[src/hdl/clau_pkg.sv]
package clau_pkg;

    typedef enum logic [2:0] {
        S_IDLE,
        S_SCAN,
        S_WRITE,
        S_FREE,
        S_DONE
    } t_state;

    typedef enum logic [1:0] {
        OP_ALLOC   = 2'd0,
        OP_RELEASE = 2'd1,
        OP_CLEAR   = 2'd2,
        OP_NONE    = 2'd3
    } t_op;

    localparam logic [1:0] FIT_FIRST = 2'd0;
    localparam logic [1:0] FIT_BEST  = 2'd1;
    localparam logic [1:0] FIT_WORST = 2'd2;

    localparam logic [0:0] CFG_FIT_POLICY   = 1'b0;
    localparam logic [0:0] CFG_LINES_IN_USE = 1'b1;

endpackage

[src/hdl/contiguous_line_allocator_unit.sv]
// Line allocator over a ring of LINES cells, each cell one line (used bit and owner).
// Pulse start while busy is low; one result appears on o_valid for a single cycle
// and cannot be held off. Release and clear rotate the ring once through the head
// cell, one line per cycle; allocate rotates it once to find the run and, when one
// fits, once more to write it; an unused operation code does not rotate the ring.
module contiguous_line_allocator_unit import clau_pkg::*; #(
    parameter int LINES      = 128,
    parameter int OWNER_BITS = 16
) (
    input  logic        i_clk,
    input  logic        i_rst_n,
    input  logic        start,
    output logic        busy,
    input  logic [1:0]  i_operation,
    input  logic [15:0] i_owner_id,
    input  logic [7:0]  i_run_length,
    input  logic        i_cfg_we,
    input  logic [0:0]  i_cfg_idx,
    input  logic [7:0]  i_cfg_data,
    output logic        o_valid,
    output logic        o_granted,
    output logic [6:0]  o_start_line,
    output logic [7:0]  o_lines_released
);

    localparam int CW = $clog2(LINES + 1);
    localparam int IW = $clog2(LINES);
    localparam int LW = (CW > 8) ? CW : 8;
    localparam logic [LW-1:0] LINES_W = LW'(LINES);

    t_state r_state, n_state;

    logic [1:0]            r_fit_policy;
    logic [7:0]            r_lines_in_use;
    logic [LW-1:0]         r_idx, n_idx;
    logic [LW-1:0]         r_run_len, n_run_len;
    logic [IW-1:0]         r_run_start, n_run_start;
    logic                  r_have, n_have;
    logic [IW-1:0]         r_pick_start, n_pick_start;
    logic [LW-1:0]         r_pick_len, n_pick_len;
    logic [LW-1:0]         r_freed, n_freed;
    logic                  r_granted, n_granted;
    logic [1:0]            r_op;
    logic [OWNER_BITS-1:0] r_owner;
    logic [7:0]            r_len;

    logic [LINES-1:0]      cell_used;
    logic [OWNER_BITS-1:0] cell_owner [LINES];
    logic                  tail_used;
    logic [OWNER_BITS-1:0] tail_owner;
    logic                  shift;

    logic [LW-1:0] n_lines;
    logic [LW-1:0] len_w;
    logic [LW-1:0] pick_w;
    logic          in_range;
    logic          is_free;
    logic          accept;
    logic [31:0]   owner_ext;
    logic [31:0]   start_ext;
    logic [31:0]   freed_ext;

    assign accept    = start && !busy;
    assign n_lines   = (LW'(r_lines_in_use) > LINES_W) ? LINES_W : LW'(r_lines_in_use);
    assign len_w     = LW'(r_len);
    assign pick_w    = LW'(r_pick_start);
    assign in_range  = r_idx < n_lines;
    assign is_free   = in_range && !cell_used[0];
    assign owner_ext = {16'd0, i_owner_id};

    // ring of cells; the head's value, after any change, goes to the tail
    genvar k;
    generate
        for (k = 0; k < LINES; k++) begin : g_cell
            logic                  nb_used;
            logic [OWNER_BITS-1:0] nb_owner;
            if (k == LINES - 1) begin : g_tail
                assign nb_used  = tail_used;
                assign nb_owner = tail_owner;
            end else begin : g_mid
                assign nb_used  = cell_used[k+1];
                assign nb_owner = cell_owner[k+1];
            end
            clau_cell #(.OWNER_BITS(OWNER_BITS)) u_cell (
                .i_clk   (i_clk),
                .i_rst_n (i_rst_n),
                .i_shift (shift),
                .i_used  (nb_used),
                .i_owner (nb_owner),
                .o_used  (cell_used[k]),
                .o_owner (cell_owner[k])
            );
        end
    endgenerate

    // next state
    always_comb begin
        n_state = r_state;
        case (r_state)
            S_IDLE: begin
                if (accept) begin
                    case (t_op'(i_operation))
                        OP_ALLOC:   n_state = S_SCAN;
                        OP_RELEASE: n_state = S_FREE;
                        OP_CLEAR:   n_state = S_FREE;
                        default:    n_state = S_DONE;
                    endcase
                end
            end
            S_SCAN: begin
                if (r_idx == LINES_W) begin
                    n_state = n_have ? S_WRITE : S_DONE;
                end
            end
            S_WRITE: begin
                if (r_idx == LINES_W - 1'b1) n_state = S_DONE;
            end
            S_FREE: begin
                if (r_idx == LINES_W - 1'b1) n_state = S_DONE;
            end
            S_DONE:  n_state = S_IDLE;
            default: n_state = S_IDLE;
        endcase
    end

    // outputs and datapath
    always_comb begin
        shift        = 1'b0;
        tail_used    = cell_used[0];
        tail_owner   = cell_owner[0];
        n_idx        = r_idx;
        n_run_len    = r_run_len;
        n_run_start  = r_run_start;
        n_have       = r_have;
        n_pick_start = r_pick_start;
        n_pick_len   = r_pick_len;
        n_freed      = r_freed;
        n_granted    = r_granted;
        case (r_state)
            S_IDLE: begin
                n_idx     = '0;
                n_run_len = '0;
                n_have    = 1'b0;
                n_freed   = '0;
                n_granted = 1'b0;
                if (accept && (i_operation == OP_RELEASE || i_operation == OP_CLEAR)) begin
                    n_granted = 1'b1;
                end
            end
            S_SCAN: begin
                shift = r_idx < LINES_W;
                n_idx = r_idx + 1'b1;
                if (is_free) begin
                    n_run_len = r_run_len + 1'b1;
                    if (r_run_len == '0) n_run_start = r_idx[IW-1:0];
                    if (r_fit_policy == FIT_FIRST && !r_have
                        && n_run_len == len_w) begin
                        n_have       = 1'b1;
                        n_pick_start = (r_run_len == '0) ? r_idx[IW-1:0] : r_run_start;
                    end
                end else begin
                    // a free run ends here
                    if (r_run_len >= len_w && r_len != 8'd0) begin
                        if (r_fit_policy == FIT_BEST) begin
                            if (!r_have || r_run_len < r_pick_len) begin
                                n_have       = 1'b1;
                                n_pick_start = r_run_start;
                                n_pick_len   = r_run_len;
                            end
                        end else if (r_fit_policy != FIT_FIRST) begin
                            if (!r_have || r_run_len > r_pick_len) begin
                                n_have       = 1'b1;
                                n_pick_start = r_run_start;
                                n_pick_len   = r_run_len;
                            end
                        end
                    end
                    n_run_len = '0;
                end
                // the run ending at the last line is judged in this same cycle
                if (r_idx == LINES_W) begin
                    n_idx     = '0;
                    n_granted = n_have;
                end
            end
            S_WRITE: begin
                shift = 1'b1;
                n_idx = r_idx + 1'b1;
                if (r_idx >= pick_w && (r_idx - pick_w) < len_w) begin
                    tail_used  = 1'b1;
                    tail_owner = r_owner;
                end
            end
            S_FREE: begin
                shift = 1'b1;
                n_idx = r_idx + 1'b1;
                if (in_range && cell_used[0]
                    && (r_op == OP_CLEAR || cell_owner[0] == r_owner)) begin
                    tail_used = 1'b0;
                    n_freed   = r_freed + 1'b1;
                end
            end
            default: ;
        endcase
    end

    always_ff @(posedge i_clk) begin
        if (!i_rst_n) begin
            r_state        <= S_IDLE;
            r_fit_policy   <= FIT_FIRST;
            r_lines_in_use <= 8'd128;
            r_idx          <= '0;
            r_have         <= 1'b0;
            r_granted      <= 1'b0;
        end else begin
            r_state   <= n_state;
            r_idx     <= n_idx;
            r_have    <= n_have;
            r_granted <= n_granted;
            if (i_cfg_we) begin
                case (i_cfg_idx)
                    CFG_FIT_POLICY:   r_fit_policy   <= i_cfg_data[1:0];
                    CFG_LINES_IN_USE: r_lines_in_use <= i_cfg_data;
                    default: ;
                endcase
            end
        end
    end

    always_ff @(posedge i_clk) begin
        r_run_len    <= n_run_len;
        r_run_start  <= n_run_start;
        r_pick_start <= n_pick_start;
        r_pick_len   <= n_pick_len;
        r_freed      <= n_freed;
        if (accept) begin
            r_op    <= i_operation;
            r_owner <= owner_ext[OWNER_BITS-1:0];
            r_len   <= i_run_length;
        end
    end

    assign start_ext = 32'(r_pick_start);
    assign freed_ext = 32'(r_freed);

    assign busy             = r_state != S_IDLE;
    assign o_valid          = r_state == S_DONE;
    assign o_granted        = o_valid && r_granted;
    assign o_start_line     = (o_granted && r_op == OP_ALLOC) ? start_ext[6:0] : 7'd0;
    assign o_lines_released = (o_valid && r_op != OP_ALLOC && r_op != OP_NONE)
                              ? freed_ext[7:0] : 8'd0;

    a_done_idle: assert property (@(posedge i_clk) disable iff (!i_rst_n)
        o_valid |=> !busy)
        else $error("result not followed by idle");

    a_accept_busy: assert property (@(posedge i_clk) disable iff (!i_rst_n)
        accept |=> busy)
        else $error("accepted item did not start work");

    a_idx_range: assert property (@(posedge i_clk) disable iff (!i_rst_n)
        r_idx <= LINES_W)
        else $error("line index beyond ring");

    a_write_has_pick: assert property (@(posedge i_clk) disable iff (!i_rst_n)
        (r_state == S_WRITE) |-> r_have)
        else $error("writing without a chosen run");

endmodule

[src/hdl/clau_cell.sv]
module clau_cell import clau_pkg::*; #(
    parameter int OWNER_BITS = 16
) (
    input  logic                  i_clk,
    input  logic                  i_rst_n,
    input  logic                  i_shift,
    input  logic                  i_used,
    input  logic [OWNER_BITS-1:0] i_owner,
    output logic                  o_used,
    output logic [OWNER_BITS-1:0] o_owner
);

    logic                  r_used;
    logic [OWNER_BITS-1:0] r_owner;

    always_ff @(posedge i_clk) begin
        if (!i_rst_n) begin
            r_used <= 1'b0;
        end else if (i_shift) begin
            r_used <= i_used;
        end
    end

    always_ff @(posedge i_clk) begin
        if (i_shift) begin
            r_owner <= i_owner;
        end
    end

    assign o_used  = r_used;
    assign o_owner = r_owner;

endmodule
[config.mk]
export PLATFORM = sky130hd
export DESIGN_NAME = contiguous_line_allocator_unit
export DESIGN_NICKNAME = d
export VERILOG_FILES = /design/src/hdl/clau_pkg.sv /design/src/hdl/contiguous_line_allocator_unit.sv /design/src/hdl/clau_cell.sv
export SDC_FILE = /design/constraint.sdc
export NUM_CORES = 2
export LEC_CHECK = 0
export BUFFER_PORTS_ARGS = -buffer_cell sky130_fd_sc_hd__buf_2
export CORE_MARGIN = 10
export CORE_UTILIZATION = 50
export CTS_CLUSTER_SIZE = 10
export DETAILED_ROUTE_END_ITERATION = 8
export PLACE_DENSITY = 0.68
export SLEW_MARGIN = 20
export SYNTH_ARGS = -nofsm -noshare
export SYNTH_HDL_FRONTEND = slang
export SYNTH_HIERARCHICAL = 1
export SYNTH_SLANG_ARGS = --single-unit
[constraint.sdc]
create_clock -name i_clk -period 106.5 [get_ports i_clk]
set_input_delay 10.65 -clock i_clk [delete_from_list [all_inputs] [get_ports i_clk]]
set_output_delay 10.65 -clock i_clk [all_outputs]
set_load 0.01 [all_outputs]
==> impl_metrics.env <==
export IMPL_outcome="completed"
export IMPL_drtIter0Drc=2362
export IMPL_critPathBufInv=1
export IMPL_path_cells="and2_1 -> nand2_1 -> nor4b_1 -> buf_2"
export IMPL_grt_busiest_layer="met1"
export IMPL_final_nets=3360
export IMPL_crit_path_start_kind="register"
export IMPL_synth_edf_count=2112
export IMPL_syn_avg_cell_area_sq_um=24.4
export IMPL_critPathMaxFanout=12
export IMPL_crit_path_top_delay_cell="sky130_fd_sc_hd__dfxtp_1"
export IMPL_final_setup_tns_ps=0
export IMPL_track_usage_pct=12.6
export IMPL_crit_required_ps=95850
export IMPL_root_buffer="sky130_fd_sc_hd__clkbuf_16"
export IMPL_total_number_of_h_tree_levels=5
export IMPL_setup_worst_path_end_class="output pin"
export IMPL_critical_path_max_stage_delay_ps=630
export IMPL_irDropWorstVdd_v=0.0000212
export IMPL_layout_cells_most_common="sky130_fd_sc_hd__edfxtp_1"
export IMPL_path_clk_slew_ps=50
export IMPL_yosys_area_top_type="sky130_fd_sc_hd__edfxtp_1"
export IMPL_max_slew_worst_pin_slew_ps=1120
export IMPL_p_leak_uw=0.0266
export IMPL_synth_seq_area_share_pct=93.1
export IMPL_dr_pass1_iters=5
export IMPL_numClockSinks=2263
export IMPL_cts_resized_gates=0
export IMPL_yosys_area_top_type_share_pct=88.8
export IMPL_synth_cell_types=58
export IMPL_fmax_ghz=0.0770
export IMPL_die_y_um=398
export IMPL_yosys_register_bits=2263
export IMPL_global_route_wire_length_before_repair_um=156000
export IMPL_worstPathArrival_ps=2340
export IMPL_drive_gt1_share_pct=12.7
export IMPL_clockBufferDepth=4
export IMPL_layout_worst_path_cycle_share_pct=12.2
export IMPL_detail_route_wl_per_cell_um=18.8
export IMPL_global_route_usage_met1_pct=19.7
export IMPL_placed_cells_incl_taps=4887
export IMPL_finalCoreUtilization_pct=57.6
export IMPL_dieWidth_um=398
export IMPL_post_layout_nonfiller_instances=5202
export IMPL_synth_area_top_cells="sky130_fd_sc_hd__edfxtp_1 89%, sky130_fd_sc_hd__dfxtp_1 4.2%, sky130_fd_sc_hd__mux2i_1 1.8%"
export IMPL_grt_antenna_before_repair=7
export IMPL_cts_tree="built"
export IMPL_floorplan_io_pins=57
export IMPL_grt_overflow=0
export IMPL_critical_path_s_top_delay_family="simple AND/OR/NAND/NOR gates"
export IMPL_finalHoldViolCount=0
export IMPL_grt_setup_unrepaired="false"
export IMPL_tritoncts_num_buffers=277
export IMPL_synth_fp_nets=3006
export IMPL_maxSlewViolCount=0
export IMPL_synthToLayoutAreaGrowth_pct=14.3
export IMPL_drt_drc_violations_left=0
export IMPL_insertion_delay_ps=860
export IMPL_final_setup_skew_ps=59.2
export IMPL_timing_final_crit_period_ps=12990
export IMPL_synth_area_sq_um=71400
export IMPL_async_reset_ff_share_pct=0
export IMPL_drt_vias_per_instance=5.01
export IMPL_number_of_global_route_vias_before_repair=26500
export IMPL_io_buffers=56
export IMPL_dieArea_sq_um=158000
export IMPL_p_per_area_nw_per_um2=25.2
export IMPL_yosysWarnings=6
export IMPL_postSynth_topFlopCell="sky130_fd_sc_hd__edfxtp_1"
export IMPL_layout_common_cells="2112 x sky130_fd_sc_hd__edfxtp_1, 286 x sky130_fd_sc_hd__clkbuf_16, 151 x sky130_fd_sc_hd__dfxtp_1"
export IMPL_vias=26100
export IMPL_drtAntennaViolNets=0
export IMPL_global_route_usage_met2_pct=17.1
export IMPL_initial_utilization_pct=50.4
export IMPL_criticalPathCategory="reg -> out"
export IMPL_post_cts_setup_buffer_count=0
export IMPL_max_cap_viol_count=0
export IMPL_hold_class="reg -> reg"
export IMPL_floorplan_rows=138
export IMPL_gp_congestion=0.759
export IMPL_coreArea_sq_um=142000
export IMPL_grt_use_met3_pct=2.74
export IMPL_total_of_hold_buffers_inserted_after_clock_tree_synthesis=0
export IMPL_route_final_wire_length_um=97900
export IMPL_grt_start_max_net_pins=213
export IMPL_finalSetupViolCount=0
export IMPL_hpwlAfterDp_um=42300
export IMPL_worst_slew_margin_rel_pct=25.3
export IMPL_syn_instance_count=2923
-- metrics by stage --
stage	instance area [sq um]	setup slack (ps)	total power, uW	hold slack (ps)
6_report	81600	93510	2050	378
5_1_grt	81600	93350	2130	390
3_5_place_dp	74200	93780	1280	405
3_3_place_gp	74200	93870	1280	401
4_1_cts	81500	93460	2080	376
2_1_floorplan	71400	7620	1800	400
-- per-layer routing --
layer  up-vias  share of wire, %
li1      12100                 -
met5         -            0.0092
met2       508                44
met1     13200                49
met4         2               2.9
met3       235               4.3
-- Yosys cell counts, types with 2 or more instances --
master                     number
sky130_fd_sc_hd__dfxtp_1      151
sky130_fd_sc_hd__nand2_1       34
sky130_fd_sc_hd__inv_1         39
sky130_fd_sc_hd__a21boi_0      11
sky130_fd_sc_hd__xor2_1        27
sky130_fd_sc_hd__nor2b_1      137
sky130_fd_sc_hd__nor4_1        13
sky130_fd_sc_hd__o211ai_1       2
sky130_fd_sc_hd__xnor2_1       17
sky130_fd_sc_hd__o21ai_0       15
sky130_fd_sc_hd__mux2i_1      131
sky130_fd_sc_hd__or3_1          2
sky130_fd_sc_hd__mux2_2        27
sky130_fd_sc_hd__ha_1          43
sky130_fd_sc_hd__nand4_1        6
sky130_fd_sc_hd__a21oi_1       13
sky130_fd_sc_hd__a211oi_1       2
sky130_fd_sc_hd__o21a_1         2
sky130_fd_sc_hd__nand2b_1       8
sky130_fd_sc_hd__nor2_1        43
sky130_fd_sc_hd__nor4b_1        2
sky130_fd_sc_hd__o31a_2         2
sky130_fd_sc_hd__and2_1        11
sky130_fd_sc_hd__edfxtp_1    2112
sky130_fd_sc_hd__nor3_1         7
sky130_fd_sc_hd__and3_1         7
sky130_fd_sc_hd__clkbuf_1       6
sky130_fd_sc_hd__nand3_1       23
-- power breakdown --
part / switching (uW) / internal [uW]
registers: 37.7 / 1140
logic: 72.2 / 17.0
clock network: 315 / 475
total: 425 / 1630
-- path summary, 6_finish.rpt --
kind                              endpoint  depth (start not counted)  slack [ps]                          start
max reg2reg   g_cell[10].u_cell/o_owner[6]                          9       99720                     r_state[0]
max                        o_start_line[0]                          4       93510                     r_state[2]
min reg2reg  g_cell[31].u_cell/o_owner[13]                          0         380  g_cell[32].u_cell/o_owner[13]
min          g_cell[31].u_cell/o_owner[13]                          0         380  g_cell[32].u_cell/o_owner[13]
-- state kept, by name, indices dropped and copies added (netlist names), 3 cells and up --
name and count:
r_run_len 8, g_cell.u_cell/o_owner 2048, r_state 3, g_cell.u_cell/o_used 128
r_run_start 7, r_freed 8, r_owner 16, r_idx 8
len_w 8, r_pick_start 7, r_lines_in_use 8, r_pick_len 8
-- final cells by class --
type	count	area [sq um]
clock inverters	4	35.0
inverters	39	146
fillers	9803	60200
repair buffers	84	573
clock buffers	309	7270
flip-flops and latches	2263	66400
multi-input cells	612	4760
diodes	1	2.50
well taps	1890	2360
-- cell families (layout without fill, tap and decap cells) --
family,Yosys count,after routing,synth area share [%]
XOR/XNOR,46,46,0.605
AND/OR/NAND/NOR,299,299,2.36
adder cells (fa/ha/maj),44,44,0.782
other,0,1,0
buffers and inverters,48,436,0.265
flip-flops,2263,2263,93.1
AO/OA/AOI/OAI,65,65,0.649
multiplexers,158,158,2.26
Note: power is estimated with default switching activity, not from simulation.
